[src/rtl/utf8v_pkg.sv]
package utf8v_pkg;

    localparam int OFFSET_BITS = 16;
    localparam int REPORT_BITS = 16;

    localparam logic [7:0] CONT_LO = 8'h80;
    localparam logic [7:0] CONT_HI = 8'hBF;

    localparam logic [2:0] LEAD2_TAG = 3'h6;
    localparam logic [3:0] LEAD3_TAG = 4'hE;
    localparam logic [4:0] LEAD4_TAG = 5'h1E;
    localparam logic [5:0] LEAD5_TAG = 6'h3E;
    localparam logic [6:0] LEAD6_TAG = 7'h7E;

    typedef struct packed {
        logic [7:0] data_byte;
        logic       last_byte;
    } t_in_item;

    typedef struct packed {
        logic                   text_valid;
        logic [REPORT_BITS-1:0] error_offset;
        logic [7:0]             error_lead;
        logic [7:0]             error_follow;
    } t_out_item;

    typedef struct packed {
        logic       bad;
        logic [2:0] cont;
    } t_lead_info;

    function automatic t_lead_info lead_class(input logic [7:0] b);
        t_lead_info info;
        info = '{bad: 1'b0, cont: 3'd0};
        if (b[7] == 1'b0) begin
            info.cont = 3'd0;
        end else if (b[7:5] == LEAD2_TAG) begin
            info.cont = 3'd1;
        end else if (b[7:4] == LEAD3_TAG) begin
            info.cont = 3'd2;
        end else if (b[7:3] == LEAD4_TAG) begin
            info.cont = 3'd3;
        end else if (b[7:2] == LEAD5_TAG) begin
            info.cont = 3'd4;
        end else if (b[7:1] == LEAD6_TAG) begin
            info.cont = 3'd5;
        end else begin
            info.bad = 1'b1;
        end
        return info;
    endfunction

endpackage

[src/rtl/utf8v_in_reg.sv]
module utf8v_in_reg
    import utf8v_pkg::*;
(
    input  logic     i_clk,
    input  logic     i_rst_n,
    input  logic     i_in_valid,
    output logic     o_in_stall,
    input  t_in_item i_in_item,
    input  logic     i_advance,
    output logic     o_held_valid,
    output t_in_item o_held_item
);

    logic     r_valid;
    logic     n_valid;
    t_in_item r_item;
    logic     load;

    assign o_in_stall   = r_valid && !i_advance;
    assign load         = i_in_valid && !o_in_stall;
    assign n_valid      = load ? 1'b1 : (i_advance ? 1'b0 : r_valid);
    assign o_held_valid = r_valid;
    assign o_held_item  = r_item;

    always_ff @(posedge i_clk) begin
        if (!i_rst_n) begin
            r_valid <= 1'b0;
        end else begin
            r_valid <= n_valid;
        end
    end

    always_ff @(posedge i_clk) begin
        if (load) begin
            r_item <= i_in_item;
        end
    end

endmodule

[src/rtl/utf8v_core.sv]
module utf8v_core
    import utf8v_pkg::*;
(
    input  logic      i_clk,
    input  logic      i_rst_n,
    input  logic      i_advance,
    input  t_in_item  i_item,
    output t_out_item o_result
);

    logic [OFFSET_BITS-1:0] r_pos, n_pos;
    logic [2:0]             r_cont_left, n_cont_left;
    logic [OFFSET_BITS-1:0] r_seq_start, n_seq_start;
    logic [7:0]             r_lead, n_lead;
    logic [7:0]             r_follow, n_follow;
    logic                   r_follow_pend, n_follow_pend;
    logic                   r_err, n_err;
    logic                   fail;
    logic [REPORT_BITS-1:0] rep_offset;
    t_lead_info             cls;

    assign cls = lead_class(i_item.data_byte);

    always_comb begin
        n_pos         = r_pos;
        n_cont_left   = r_cont_left;
        n_seq_start   = r_seq_start;
        n_lead        = r_lead;
        n_follow      = r_follow;
        n_follow_pend = r_follow_pend;
        n_err         = r_err;
        if (r_follow_pend) begin
            n_follow      = i_item.data_byte;
            n_follow_pend = 1'b0;
        end
        if (!r_err) begin
            if (r_cont_left == 3'd0) begin
                if (cls.bad || cls.cont != 3'd0) begin
                    n_seq_start   = r_pos;
                    n_lead        = i_item.data_byte;
                    n_follow      = 8'h00;
                    n_follow_pend = 1'b1;
                    if (cls.bad) begin
                        n_err = 1'b1;
                    end else begin
                        n_cont_left = cls.cont;
                    end
                end
            end else if (i_item.data_byte >= CONT_LO && i_item.data_byte <= CONT_HI) begin
                n_cont_left = r_cont_left - 3'd1;
            end else begin
                n_err = 1'b1;
            end
        end
        if (r_pos != {OFFSET_BITS{1'b1}}) begin
            n_pos = r_pos + {{(OFFSET_BITS-1){1'b0}}, 1'b1};
        end
    end

    assign fail = n_err || (n_cont_left != 3'd0);

    generate
        if (OFFSET_BITS > REPORT_BITS) begin : g_sat
            assign rep_offset = (|n_seq_start[OFFSET_BITS-1:REPORT_BITS]) ?
                                {REPORT_BITS{1'b1}} : n_seq_start[REPORT_BITS-1:0];
        end else begin : g_ext
            assign rep_offset = REPORT_BITS'(n_seq_start);
        end
    endgenerate

    always_comb begin
        if (fail) begin
            o_result.text_valid   = 1'b0;
            o_result.error_offset = rep_offset;
            o_result.error_lead   = n_lead;
            o_result.error_follow = n_follow_pend ? 8'h00 : n_follow;
        end else begin
            o_result = '{text_valid: 1'b1, error_offset: '0,
                         error_lead: 8'h00, error_follow: 8'h00};
        end
    end

    always_ff @(posedge i_clk) begin
        if (!i_rst_n || (i_advance && i_item.last_byte)) begin
            r_pos         <= '0;
            r_cont_left   <= 3'd0;
            r_seq_start   <= '0;
            r_lead        <= 8'h00;
            r_follow      <= 8'h00;
            r_follow_pend <= 1'b0;
            r_err         <= 1'b0;
        end else if (i_advance) begin
            r_pos         <= n_pos;
            r_cont_left   <= n_cont_left;
            r_seq_start   <= n_seq_start;
            r_lead        <= n_lead;
            r_follow      <= n_follow;
            r_follow_pend <= n_follow_pend;
            r_err         <= n_err;
        end
    end

endmodule

[src/rtl/utf8v_out_reg.sv]
module utf8v_out_reg
    import utf8v_pkg::*;
(
    input  logic      i_clk,
    input  logic      i_rst_n,
    input  logic      i_load,
    input  t_out_item i_result,
    output logic      o_full_blocked,
    output logic      o_out_valid,
    input  logic      i_out_stall,
    output t_out_item o_out_item
);

    logic      r_valid;
    logic      n_valid;
    t_out_item r_item;

    assign o_full_blocked = r_valid && i_out_stall;
    assign n_valid        = i_load ? 1'b1 : (r_valid && i_out_stall);
    assign o_out_valid    = r_valid;
    assign o_out_item     = r_item;

    always_ff @(posedge i_clk) begin
        if (!i_rst_n) begin
            r_valid <= 1'b0;
        end else begin
            r_valid <= n_valid;
        end
    end

    always_ff @(posedge i_clk) begin
        if (i_load) begin
            r_item <= i_result;
        end
    end

endmodule

[src/rtl/utf8_stream_validator.sv]
// Channel | Direction | Handshake                 | Payload
// in      | sink      | i_in_valid / o_in_stall   | i_in_item  (data_byte, last_byte)
// out     | source    | o_out_valid / i_out_stall | o_out_item (text_valid, error_*)
//
// One item per cycle sustained unless a final item waits; an item is checked from the input register.
// A result is computed from its final item in the input register and leaves
// through the result register.
// Synchronous active-low reset clears all stream state; state also clears after a final item.
// Only a final item waits on a full, stalled result register; other items keep flowing.
module utf8_stream_validator
    import utf8v_pkg::*;
(
    input  logic      i_clk,
    input  logic      i_rst_n,
    input  logic      i_in_valid,
    output logic      o_in_stall,
    input  t_in_item  i_in_item,
    output logic      o_out_valid,
    input  logic      i_out_stall,
    output t_out_item o_out_item
);

    logic      held_valid;
    t_in_item  held_item;
    logic      advance;
    logic      out_blocked;
    t_out_item result;

    assign advance = held_valid && !(held_item.last_byte && out_blocked);

    utf8v_in_reg u_in_reg (
        .i_clk        (i_clk),
        .i_rst_n      (i_rst_n),
        .i_in_valid   (i_in_valid),
        .o_in_stall   (o_in_stall),
        .i_in_item    (i_in_item),
        .i_advance    (advance),
        .o_held_valid (held_valid),
        .o_held_item  (held_item)
    );

    utf8v_core u_core (
        .i_clk     (i_clk),
        .i_rst_n   (i_rst_n),
        .i_advance (advance),
        .i_item    (held_item),
        .o_result  (result)
    );

    utf8v_out_reg u_out_reg (
        .i_clk          (i_clk),
        .i_rst_n        (i_rst_n),
        .i_load         (advance && held_item.last_byte),
        .i_result       (result),
        .o_full_blocked (out_blocked),
        .o_out_valid    (o_out_valid),
        .i_out_stall    (i_out_stall),
        .o_out_item     (o_out_item)
    );

endmodule

[config.mk]
export PLATFORM = sky130hd
export DESIGN_NAME = utf8_stream_validator
export DESIGN_NICKNAME = d
export VERILOG_FILES = /design/src/rtl/utf8v_pkg.sv /design/src/rtl/utf8v_in_reg.sv /design/src/rtl/utf8v_core.sv /design/src/rtl/utf8v_out_reg.sv /design/src/rtl/utf8_stream_validator.sv
export SDC_FILE = /design/constraint.sdc
export NUM_CORES = 1
export LEC_CHECK = 0
export BUFFER_PORTS_ARGS = -buffer_cell sky130_fd_sc_hd__buf_2
export CAP_MARGIN = 20
export CELL_PAD_IN_SITES_DETAIL_PLACEMENT = 0
export CELL_PAD_IN_SITES_GLOBAL_PLACEMENT = 2
export CORE_ASPECT_RATIO = 1.5
export CORE_MARGIN = 2
export CORE_UTILIZATION = 33
export CTS_CLUSTER_DIAMETER = 100
export DETAILED_ROUTE_END_ITERATION = 16
export GPL_ROUTABILITY_DRIVEN = 0
export GPL_TIMING_DRIVEN = 0
export PLACE_DENSITY = 0.83
export SYNTH_ARGS = -nofsm -noshare
export SYNTH_HDL_FRONTEND = slang
export SYNTH_SLANG_ARGS = --single-unit
[constraint.sdc]
create_clock -name i_clk -period 2.4 [get_ports i_clk]
set_clock_uncertainty 0.1 [all_clocks]
set_input_delay 0.12 -clock i_clk [delete_from_list [all_inputs] [get_ports i_clk]]
set_output_delay 0.12 -clock i_clk [all_outputs]
set_load 0.02 [all_outputs]
==> flow_metrics.env, run 1 <==
export IMPL_cp_end_kind="flip-flop"
export IMPL_place_hpwl_um=7800
export IMPL_holdCritStartpoint="i_out_stall"
export IMPL_numCtsBuffers=9
export IMPL_final_hold_violation_count=0
export IMPL_n_antenna_cell=0
export IMPL_yosysWarnings=0
export IMPL_core_area_um2=13000
export IMPL_cts_sinks=97
export IMPL_crit_top_cell="buf_6"
export IMPL_via_per_inst=5.12
export IMPL_syn_inst=452
export IMPL_rr_worst_depth=9
export IMPL_rr_endpoint="u_out_reg.o_out_item[27]$_SDFFCE_PN0P_"
export IMPL_firstDrtPassIters=4
export IMPL_die_h_um=146
export IMPL_fmax_ghz=0.432
export IMPL_slew_headroom_pct=31.7
export IMPL_initial_utilization_pct=33.8
export IMPL_n_fill_cell=1285
export IMPL_period_share_pct=96.5
export IMPL_hold_depth=5
export IMPL_post_place_ws_ns=-0.487
export IMPL_die_x_um=98.3
export IMPL_clock_root_buffer="clkbuf_16"
export IMPL_slowest_stage="dfxtp_1"
export IMPL_critPathMaxStageDelay_ns=0.36
export IMPL_synthFlopType="dfxtp_1"
export IMPL_drv_slew=0
export IMPL_cp_required_ns=2.41
export IMPL_power_density_nw_per_um2=698
export IMPL_hold_class="primary input to flip-flop"
export IMPL_final_core_util_pct=41.2
export IMPL_synth_edf_count=42
export IMPL_wire_per_inst_um=17.0
export IMPL_min_to="u_core.r_pos[5]$_SDFFE_PP0P_"
export IMPL_ir_drop_uv=338
export IMPL_grt_pass1_vias=3447
export IMPL_cap_viol_max_count=0
export IMPL_yosysSeqAreaShare_pct=53.6
export IMPL_rsz0062_at_grt="false"
export IMPL_worst_setup_path_type="flip-flop to flip-flop"
export IMPL_ios=48
export IMPL_antenna_found_initial=0
export IMPL_htreeDepth=3
export IMPL_dieArea_um2=14300
export IMPL_async_flop_share_pct=0
export IMPL_timing_final_ws_setup_ns=0.0832
export IMPL_tns_ns=0
export IMPL_avgSynthCellArea_um2=9.75
export IMPL_crit_arrival_ns=2.32
export IMPL_outcome="finished, final reports clean"
export IMPL_fin_crit_ns=2.32
export IMPL_cts_tree="built"
export IMPL_cp_cell_sequence="inv_2, ha_4, nor2b_2, nor4b_4, a221oi_2, a2111oi_4, buf_6, buf_6, a21oi_2"
export IMPL_ys_seq_elements=97
export IMPL_power_leakage_nw=1.83
export IMPL_r2r_slack_ns=0.08
export IMPL_ant_nets=0
export IMPL_final_cells=689
export IMPL_nNetsFinal=541
export IMPL_syn_cell_area_um2=4410
export IMPL_dp_cells=658
export IMPL_vias=3528
export IMPL_drive_gt1_share_pct=25.1
export IMPL_drtIter0Drc=137
export IMPL_cts_max_path_buffers=2
export IMPL_start_kind="flip-flop"
export IMPL_syn_to_final_growth_pct=21.8
export IMPL_setup_viol=0
export IMPL_rows=51
export IMPL_portBuffers=47
export IMPL_clk_latency_ns=0.34
export IMPL_netlist_cell_type_count=55
export IMPL_crit_fanout=10
export IMPL_grt_overflow=0
export IMPL_grt_max_degree=18
export IMPL_drt_drc_violations_left=0
export IMPL_wl_um=11700
export IMPL_r2r_start="u_core.r_cont_left[1]$_SDFFE_PP0P_"
export IMPL_synth_nets=468
export IMPL_tightest_slew_ns=1.02
export IMPL_path_clk_slew_ns=0.07
export IMPL_grt_pass1_wl_um=18400
export IMPL_grtUsageTotal_pct=16.3
==> sequential cells by signal (all words and copies together), names as in the netlist <==
signal                 count
u_core.r_err               1
u_core.r_seq_start        16
u_core.r_follow            8
u_out_reg.o_out_valid      1
u_in_reg.o_held_valid      1
u_core.r_lead              8
u_out_reg.o_out_item      33
u_core.r_cont_left         3
u_core.r_follow_pend       1
u_core.r_pos              16
u_in_reg.o_held_item       9
==> power breakdown <==
part / internal, W / leakage, nW / switching [W] / total (W)
combinational: 0.000208 / 0.853 / 0.000361 / 0.000569
clock: 0.000715 / 0.126 / 0.000658 / 0.00137
sequential: 0.00177 / 0.847 / 0.0000346 / 0.00180
total: 0.00269 / 1.83 / 0.00105 / 0.00374
==> logic make-up (layout without fill, tap and decap cells) <==
family	count (synthesis)	count (layout)	share of synthesized area [%]
buffers and inverters	36	113	4.00
AOI/OAI and AO/OA	96	96	15.9
DFF	97	97	53.6
xor gates and xnor gates	8	8	1.59
and+or+nand+nor	202	203	21.8
adders and majority gates	3	3	0.852
muxes	10	10	2.27
==> how the worst max path moves through the flow <==
stage                                        from                                endpoint  slack (ns)  depth (start not counted)
2_1_floorplan  u_core.r_cont_left[0]$_SDFFE_PP0P_   u_out_reg.o_out_item[3]$_SDFFCE_PP0P_      0.0008                          8
3_5_place_dp    u_in_reg.o_held_item[0]$_DFFE_PP_     u_core.r_seq_start[14]$_SDFFE_PP0P_       -0.49                          6
3_3_place_gp   u_core.r_cont_left[0]$_SDFFE_PP0P_   u_out_reg.o_out_item[7]$_SDFFCE_PP0P_       -0.41                          8
6_report       u_core.r_cont_left[1]$_SDFFE_PP0P_  u_out_reg.o_out_item[27]$_SDFFCE_PN0P_        0.08                          9
4_1_cts        u_core.r_cont_left[0]$_SDFFE_PP0P_   u_out_reg.o_out_item[6]$_SDFFCE_PP0P_        0.01                         10
5_1_grt        u_core.r_cont_left[1]$_SDFFE_PP0P_   u_out_reg.o_out_item[7]$_SDFFCE_PP0P_        0.01                          9
==> layout by cell type, fill, tap and decap left out, types with 3 or more instances in the layout <==
master / n
xnor2_1: 5
o21ai_0: 6
clkbuf_1: 9
and2_1: 4
nor4_1: 3
a21o_1: 3
nand3b_1: 3
buf_2: 52
dfxtp_1: 54
buf_4: 3
edfxtp_1: 42
xor2_1: 3
clkbuf_2: 7
o211ai_1: 3
clkinvlp_4: 3
clkbuf_16: 9
nor3_1: 8
nand3_1: 12
inv_6: 3
a21oi_2: 23
a21oi_1: 33
dlygate4sd3_1: 13
and3_1: 5
nand2b_1: 4
or3_1: 4
nor2_1: 26
nand2_1: 108
nor3_2: 6
a22oi_1: 9
buf_6: 4
mux2i_1: 9
inv_1: 7
==> metrics by stage <==
step                      hold WS [ns]  total power, W  instance area (um2)
after floorplan                  0.119         0.00218                 4410
after global placement           0.198         0.00232                 4840
after detailed placement         0.199         0.00233                 4840
after CTS                        0.342         0.00374                 5320
after global routing             0.370         0.00387                 5360
final                            0.336         0.00374                 5360
==> metal layers <==
layer	global-route usage [%]	vias up	part of all wire [%]
met4	6.16	0	1.8
li1	-	1739	-
met2	30.8	63	55
met3	2.21	10	3.1
met5	0	-	0
met1	18.1	1716	40
==> cell usage after synthesis (4+ instances only) <==
master      n  area share, %
and3_1      6           0.85
edfxtp_1   42             29
nand2_1   108            9.2
nor3_1      9            1.0
a21oi_2    23            4.6
xnor2_1     5           0.99
nor3_2      6            1.4
buf_2       6           0.68
clkbuf_1   16            1.4
nand3_1    14            1.6
nand2b_1    5           0.71
o21ai_0     6           0.68
a22oi_1     9            1.5
nor2_1     26            2.2
inv_1       9           0.77
and2_1      4           0.57
buf_6       4            1.0
mux2i_1    10            2.3
a21oi_1    33            3.7
dfxtp_1    55             25
or3_1       4           0.57
==> critical path: cells and delay by family (launching register included) <==
kind | cells | cell delay, ns
flip-flops | 1 | 0.36
AO/OA/AOI/OAI | 3 | 0.44
AND/OR/NAND/NOR | 2 | 0.51
buffers and inverters | 3 | 0.47
adder cells (fa/ha/maj) | 1 | 0.18
==> final cells by class <==
class | instances | area (um2) | area share [%]
clock buffer | 10 | 229 | 4.27
clock inverter | 6 | 48.8 | 0.910
multi-input combinational | 320 | 1950 | 36.3
tap | 159 | 199 | 3.71
buffer | 26 | 159 | 2.96
timing repair buffer | 62 | 384 | 7.16
sequential | 97 | 2360 | 44.1
inverter | 9 | 33.8 | 0.630
==> timing repair <==
action / 4_1_cts / 5_1_grt
setup buffers: 2 / 0
hold endpoints to repair: 11 / 0
hold buffers: 13 / 0
resized for setup: 17 / 13
cloned: 1 / 0
setup endpoints to repair: 84 / 44
pin swaps: 3 / 0
Power figures use the tool's default switching activity.
==> run 2, diff against run 1 <==
Settings changed: CORE_UTILIZATION 33 to 34, PLACE_DENSITY 0.83 to 0.84, SYNTH_HIERARCHICAL set to 1.
==> run 2 against run 1 <==
Against the previous run:
- critical path depth is the same
- combinational power is essentially flat
- routed wire length shrank 22%
- non-clock buffer count grew 3
- die area shrank 5.0%
- critical endpoint is now u_out_reg/o_out_item[31]$_DFFE_PP_
- largest power group unchanged
- highest routed layer unchanged
==> flow_metrics.env, run 2 <==
export IMPL_n_antenna_cell=0
export IMPL_drtIter0Drc=98
export IMPL_n_fill_cell=1233
export IMPL_initial_utilization_pct=34.6
export IMPL_synth_commonest_cells="nand2_1, dfxtp_1, a21oi_1"
export IMPL_power_leakage_nw=1.85
export IMPL_yosysSeqAreaShare_pct=54.9
export IMPL_cap_viol_max_count=0
export IMPL_seq_power_share_pct=47.1
export IMPL_wl_um=9130
export IMPL_layout_common_cells="buf_2, nand2_1, dfxtp_1, a21oi_1, edfxtp_1"
export IMPL_die_h_um=142
export IMPL_rr_worst_depth=9
export IMPL_rr_endpoint="u_out_reg/o_out_item[31]$_DFFE_PP_"
export IMPL_path_clk_slew_ns=0.07
export IMPL_grt_overflow=0
export IMPL_worst_setup_path_type="flip-flop to flip-flop"
export IMPL_endpoint="u_out_reg/o_out_item[31]$_DFFE_PP_"
export IMPL_syn_inst=418
export IMPL_ios=48
export IMPL_nNetsFinal=504
export IMPL_intPower_w=0.00280
export IMPL_grt_max_degree=35
export IMPL_cts_sinks=97
export IMPL_timing_final_ws_setup_ns=0.129
export IMPL_outcome="finished, final reports clean"
export IMPL_netlist_cell_type_count=53
export IMPL_wire_per_inst_um=14.1
export IMPL_slew_headroom_pct=42.1
export IMPL_antenna_found_initial=0
export IMPL_yosys_area_top_type="edfxtp_1"
export IMPL_synth_edf_count=42
export IMPL_avgSynthCellArea_um2=10.3
export IMPL_cts_setup_buffers=0
export IMPL_die_x_um=95.9
export IMPL_power_share_clock_pct=38.1
export IMPL_core_area_um2=12400
export IMPL_comb_power_share_pct=14.8
export IMPL_ir_drop_uv=360
export IMPL_register_area_um2=2360
export IMPL_clock_root_buffer="clkbuf_16"
export IMPL_async_flop_share_pct=0
export IMPL_holdCritStartpoint="i_out_stall"
export IMPL_cp_end_kind="flip-flop"
export IMPL_multi_input_area_um2=1760
export IMPL_clk_latency_ns=0.34
export IMPL_largest_register_ffs=33
export IMPL_synthDominantCellAreaShare_pct=29.3
export IMPL_period_share_pct=94.6
export IMPL_fmax_ghz=0.440
export IMPL_total_power_w=0.00383
export IMPL_cp_required_ns=2.37
export IMPL_syn_cell_area_um2=4310
export IMPL_ys_seq_elements=97
export IMPL_tightest_slew_ns=0.866
export IMPL_grt_pass1_vias=3176
export IMPL_cts_tree="built"
export IMPL_swShare_pct=26.8
export IMPL_final_core_util_pct=41.6
export IMPL_stdcell_area_um2=5170
export IMPL_htreeDepth=3
export IMPL_r2r_slack_ns=0.13
export IMPL_yosysMostFrequentCell="nand2_1"
export IMPL_rsz0062_at_grt="true"
export IMPL_firstDrtPassIters=5
export IMPL_dieArea_um2=13600
export IMPL_fin_crit_ns=2.27
export IMPL_power_density_nw_per_um2=740
export IMPL_synthTopCellsByArea="edfxtp_1, dfxtp_1, mux2i_1"
export IMPL_r2r_start="u_core/r_cont_left[0]$_SDFFE_PP0P_"
export IMPL_rows=50
export IMPL_via_per_inst=4.91
export IMPL_start_kind="flip-flop"
export IMPL_synthFlopType="dfxtp_1"
export IMPL_placed_cell_area_um2=4740
export IMPL_grtUsageTotal_pct=14.7
export IMPL_setup_viol=0
export IMPL_final_hold_violation_count=0
export IMPL_vias=3185
export IMPL_ant_nets=0
export IMPL_grt_pass1_wl_um=15500
export IMPL_tns_ns=0
export IMPL_synth_nets=434
export IMPL_drv_slew=0
export IMPL_drive_gt1_share_pct=21.5
export IMPL_hold_class="primary input to flip-flop"
export IMPL_post_place_ws_ns=0.0246
export IMPL_cts_max_path_buffers=2
export IMPL_place_hpwl_um=6480
export IMPL_crit_fanout=10
export IMPL_numCtsBuffers=9
export IMPL_layout_commonest_cell="buf_2"
export IMPL_syn_to_final_growth_pct=20.2
export IMPL_portBuffers=47
export IMPL_crit_arrival_ns=2.24
export IMPL_cp_startpoint="u_core/r_cont_left[0]$_SDFFE_PP0P_"
export IMPL_power_net_switching_w=0.00103
export IMPL_drt_drc_violations_left=0
export IMPL_yosysWarnings=6
[run 2: cell families (layout without fill, tap and decap cells)]
group           count (synthesis)  in the layout  synth area share, %
simple gates                  144            144                 16.2
flops                          97             97                 54.9
compound gates                 90             90                 13.4
buf+inv                        39            114                 4.56
mux                            32             32                 7.44
xor+xnor                       13             13                 2.64
fa+ha+maj                       3              3                0.872
[run 2: worst max-delay path, cell delays in order (launching register included)]
cell and delay (ns):
dfxtp_1 0.32, inv_1 0.13, ha_1 0.16, nand3b_1 0.12, or3b_2 0.50, o211ai_2 0.09, and2_1 0.16, buf_6 0.13
buf_4 0.19, a21oi_1 0.11
[run 2: stage by stage]
stage	hold WS [ns]	instances
2_1_floorplan	0.119	418
3_3_place_gp	0.197	621
3_5_place_dp	0.199	621
4_1_cts	0.00886	649
5_1_grt	0.0311	649
6_report	0.0140	649
[run 2: repair_timing]
| action | 4_1_cts | 5_1_grt |
|---|---|---|
| resized for setup | 1 | 4 |
| endpoints found under the hold margin | 11 | 0 |
| hold buffers | 12 | 0 |
| setup endpoints to repair | 1 | 16 |
[run 2: how the worst min path moves through the flow]
| stage | end | slack [ns] | depth (start not counted) |
|---|---|---|---|
| after floorplan | u_in_reg/o_held_item[0]$_DFFE_PP_ | 0.12 | 0 |
| after global placement | u_in_reg/o_held_item[4]$_DFFE_PP_ | 0.20 | 1 |
| after detailed placement | u_in_reg/o_held_item[5]$_DFFE_PP_ | 0.20 | 1 |
| after CTS | u_out_reg/o_out_valid$_SDFF_PN0_ | 0.009 | 3 |
| after global routing | u_out_reg/o_out_valid$_SDFF_PN0_ | 0.03 | 3 |
| final | u_out_reg/o_out_valid$_SDFF_PN0_ | 0.01 | 3 |
[run 2: power groups by stage]
stage                     registers, W  logic [W]  clock network (W)
after floorplan                0.00187   0.000375                  0
after global placement         0.00184   0.000547                  0
after detailed placement       0.00184   0.000554                  0
after CTS                      0.00180   0.000572            0.00150
after global routing           0.00181   0.000628            0.00158
final                          0.00180   0.000568            0.00146
[run 2: per-layer routing]
metal  GRT usage [%]  wire length [um]
met5               0                 0
met4            6.54               182
met3            2.39               285
met2            25.0              4700
met1            18.0              3970
[run 2: layout make-up]
cell class | instances | area share (%)
multi-input cells | 282 | 34.0
clock buffers | 9 | 4.35
inverters | 7 | 0.508
clock inverters | 7 | 1.50
well taps | 156 | 3.77
flip-flops and latches | 97 | 45.7
plain buffers | 32 | 3.31
repair buffers | 59 | 6.87
==> run 3, diff against run 2 <==
Settings changed: PLACE_DENSITY 0.84 to 0.72.
==> run 3 against run 2 <==
Against the previous run:
- worst hold slack improved by 0.0072 ns
- critical path depth unchanged
- worst setup slack improved by 0.0064 ns
- fmax increased by 0.28%
- global-route usage increased by 0.81 points
- sequential power about the same
- non-clock buffer count unchanged
- core utilization increased by 0.41 points
- largest cell class unchanged
==> flow_metrics.env, run 3 (same netlist as run 2, synthesis figures left out) <==
export IMPL_outcome="finished, final reports clean"
export IMPL_power_leakage_nw=1.88
export IMPL_clock_root_buffer="clkbuf_16"
export IMPL_power_density_nw_per_um2=777
export IMPL_die_x_um=95.9
export IMPL_cp_end_kind="flip-flop"
export IMPL_critPathMaxStageDelay_ns=0.49
export IMPL_grt_pass1_wl_um=16200
export IMPL_tightest_slew_ns=0.858
export IMPL_drv_slew=0
export IMPL_cts_max_path_buffers=2
export IMPL_placed_cell_area_um2=4740
export IMPL_cap_viol_max_count=0
export IMPL_wl_um=9560
export IMPL_grt_overflow=0
export IMPL_tns_ns=0
export IMPL_syn_to_final_growth_pct=21.4
export IMPL_layout_commonest_cell="buf_2"
export IMPL_core_area_um2=12400
export IMPL_power_net_switching_w=0.00102
export IMPL_ir_drop_uv=361
export IMPL_initial_utilization_pct=34.6
export IMPL_setup_viol=0
export IMPL_intPower_w=0.00304
export IMPL_portBuffers=47
export IMPL_grt_max_degree=35
export IMPL_fin_crit_ns=2.26
export IMPL_fmax_ghz=0.442
export IMPL_slowest_stage="or3b_2"
export IMPL_comb_power_share_pct=14.2
export IMPL_clk_latency_ns=0.35
export IMPL_cp_cell_sequence="inv_1, ha_1, nand3b_1, or3b_2, o211ai_2, and2_1, buf_6, buf_4, a21oi_1"
export IMPL_path_clk_slew_ns=0.06
export IMPL_via_per_inst=4.80
export IMPL_dieArea_um2=13600
export IMPL_ant_nets=0
export IMPL_final_core_util_pct=42.0
export IMPL_final_hold_violation_count=0
export IMPL_period_share_pct=94.4
export IMPL_swShare_pct=25.1
export IMPL_die_h_um=142
export IMPL_numCtsBuffers=9
export IMPL_start_kind="flip-flop"
export IMPL_place_hpwl_um=6790
export IMPL_layout_common_cells="buf_2, nand2_1, dfxtp_1, a21oi_1, edfxtp_1"
export IMPL_hold_class="primary input to flip-flop"
export IMPL_worst_setup_path_type="flip-flop to flip-flop"
export IMPL_drtIter0Drc=125
export IMPL_drive_gt1_share_pct=21.7
export IMPL_n_fill_cell=1249
export IMPL_n_antenna_cell=0
export IMPL_htreeDepth=3
export IMPL_cts_tree="built"
export IMPL_antenna_found_initial=0
export IMPL_fin_hold_ws_ns=0.0212
export IMPL_ios=48
export IMPL_slew_headroom_pct=42.7
export IMPL_seq_power_share_pct=44.5
export IMPL_firstDrtPassIters=4
export IMPL_crit_arrival_ns=2.25
export IMPL_wire_per_inst_um=14.7
export IMPL_crit_family="simple AND/OR/NAND/NOR gates"
export IMPL_drt_drc_violations_left=0
export IMPL_crit_fanout=10
export IMPL_vias=3117
export IMPL_cts_sinks=97
export IMPL_grt_pass1_vias=3165
export IMPL_path_buf_inv=3
export IMPL_rows=50
export IMPL_stdcell_area_um2=5230
export IMPL_grtUsageTotal_pct=15.5
export IMPL_rsz0062_at_grt="false"
export IMPL_nNetsFinal=504
export IMPL_power_share_clock_pct=41.4
export IMPL_cp_required_ns=2.38
export IMPL_largest_register_ffs=33
[run 3: timing repair]
item                                   in CTS  in global routing
cloned                                      0                  0
gates resized for setup                     1                  6
hold buffers                               12                  0
buffers inserted                            0                  0
endpoints found under the hold margin      11                  0
setup endpoints to repair                  18                 48
[run 3: power by group through the flow]
stage                     logic (W)  registers (W)  clock network [W]
after floorplan            0.000375        0.00187                  0
after global placement     0.000558        0.00184                  0
after detailed placement   0.000561        0.00184                  0
after CTS                  0.000579        0.00180            0.00174
after global routing       0.000637        0.00181            0.00180
final                      0.000574        0.00180            0.00168
[run 3: cell type report]
cell class / count / area [um2] / area share (%)
repair buffers: 59 / 355 / 6.80
multi-input cells: 282 / 1760 / 33.7
clock buffers: 10 / 239 / 4.57
inverters: 7 / 26.3 / 0.503
flip-flops and latches: 97 / 2360 / 45.2
clock inverters: 6 / 113 / 2.16
plain buffers: 32 / 174 / 3.33
well taps: 156 / 195 / 3.74
[run 3: final timing paths]
| kind | start | end | slack [ns] | depth (start not counted) |
|---|---|---|---|---|
| setup / recovery | u_core/r_cont_left[0]$_SDFFE_PP0P_ | u_out_reg/o_out_item[31]$_DFFE_PP_ | 0.14 | 9 |
| hold / removal | i_out_stall | u_out_reg/o_out_valid$_SDFF_PN0_ | 0.02 | 3 |
| setup reg to reg | u_core/r_cont_left[0]$_SDFFE_PP0P_ | u_out_reg/o_out_item[31]$_DFFE_PP_ | 0.14 | 9 |
| hold reg to reg | u_core/r_lead[0]$_SDFFE_PP0P_ | u_core/r_lead[0]$_SDFFE_PP0P_ | 0.35 | 2 |
[run 3: worst min-delay path: cells and delay by family]
kind	cells	cell delay, ns
AO/OA/AOI/OAI	1	0.10
AND/OR/NAND/NOR	1	0.14
buffers and inverters	1	0.08
[run 3: metrics by stage]
step           power (W)  worst slack (ns)  std cells
2_1_floorplan    0.00224             0.383        418
3_3_place_gp     0.00240           -0.0140        621
3_5_place_dp     0.00240           -0.0579        621
4_1_cts          0.00412            0.0647        649
5_1_grt          0.00425           0.00973        649
6_report         0.00406             0.136        649
[run 3: metal layers]
metal	part of all wire [%]	up-vias	track usage, %	wire length, um
met5	0	-	0	0
met4	1.3	0	4.51	126
met3	3.2	8	3.51	304
met2	51	43	26.5	4880
met1	44	1445	19.4	4250
li1	-	1621	-	-
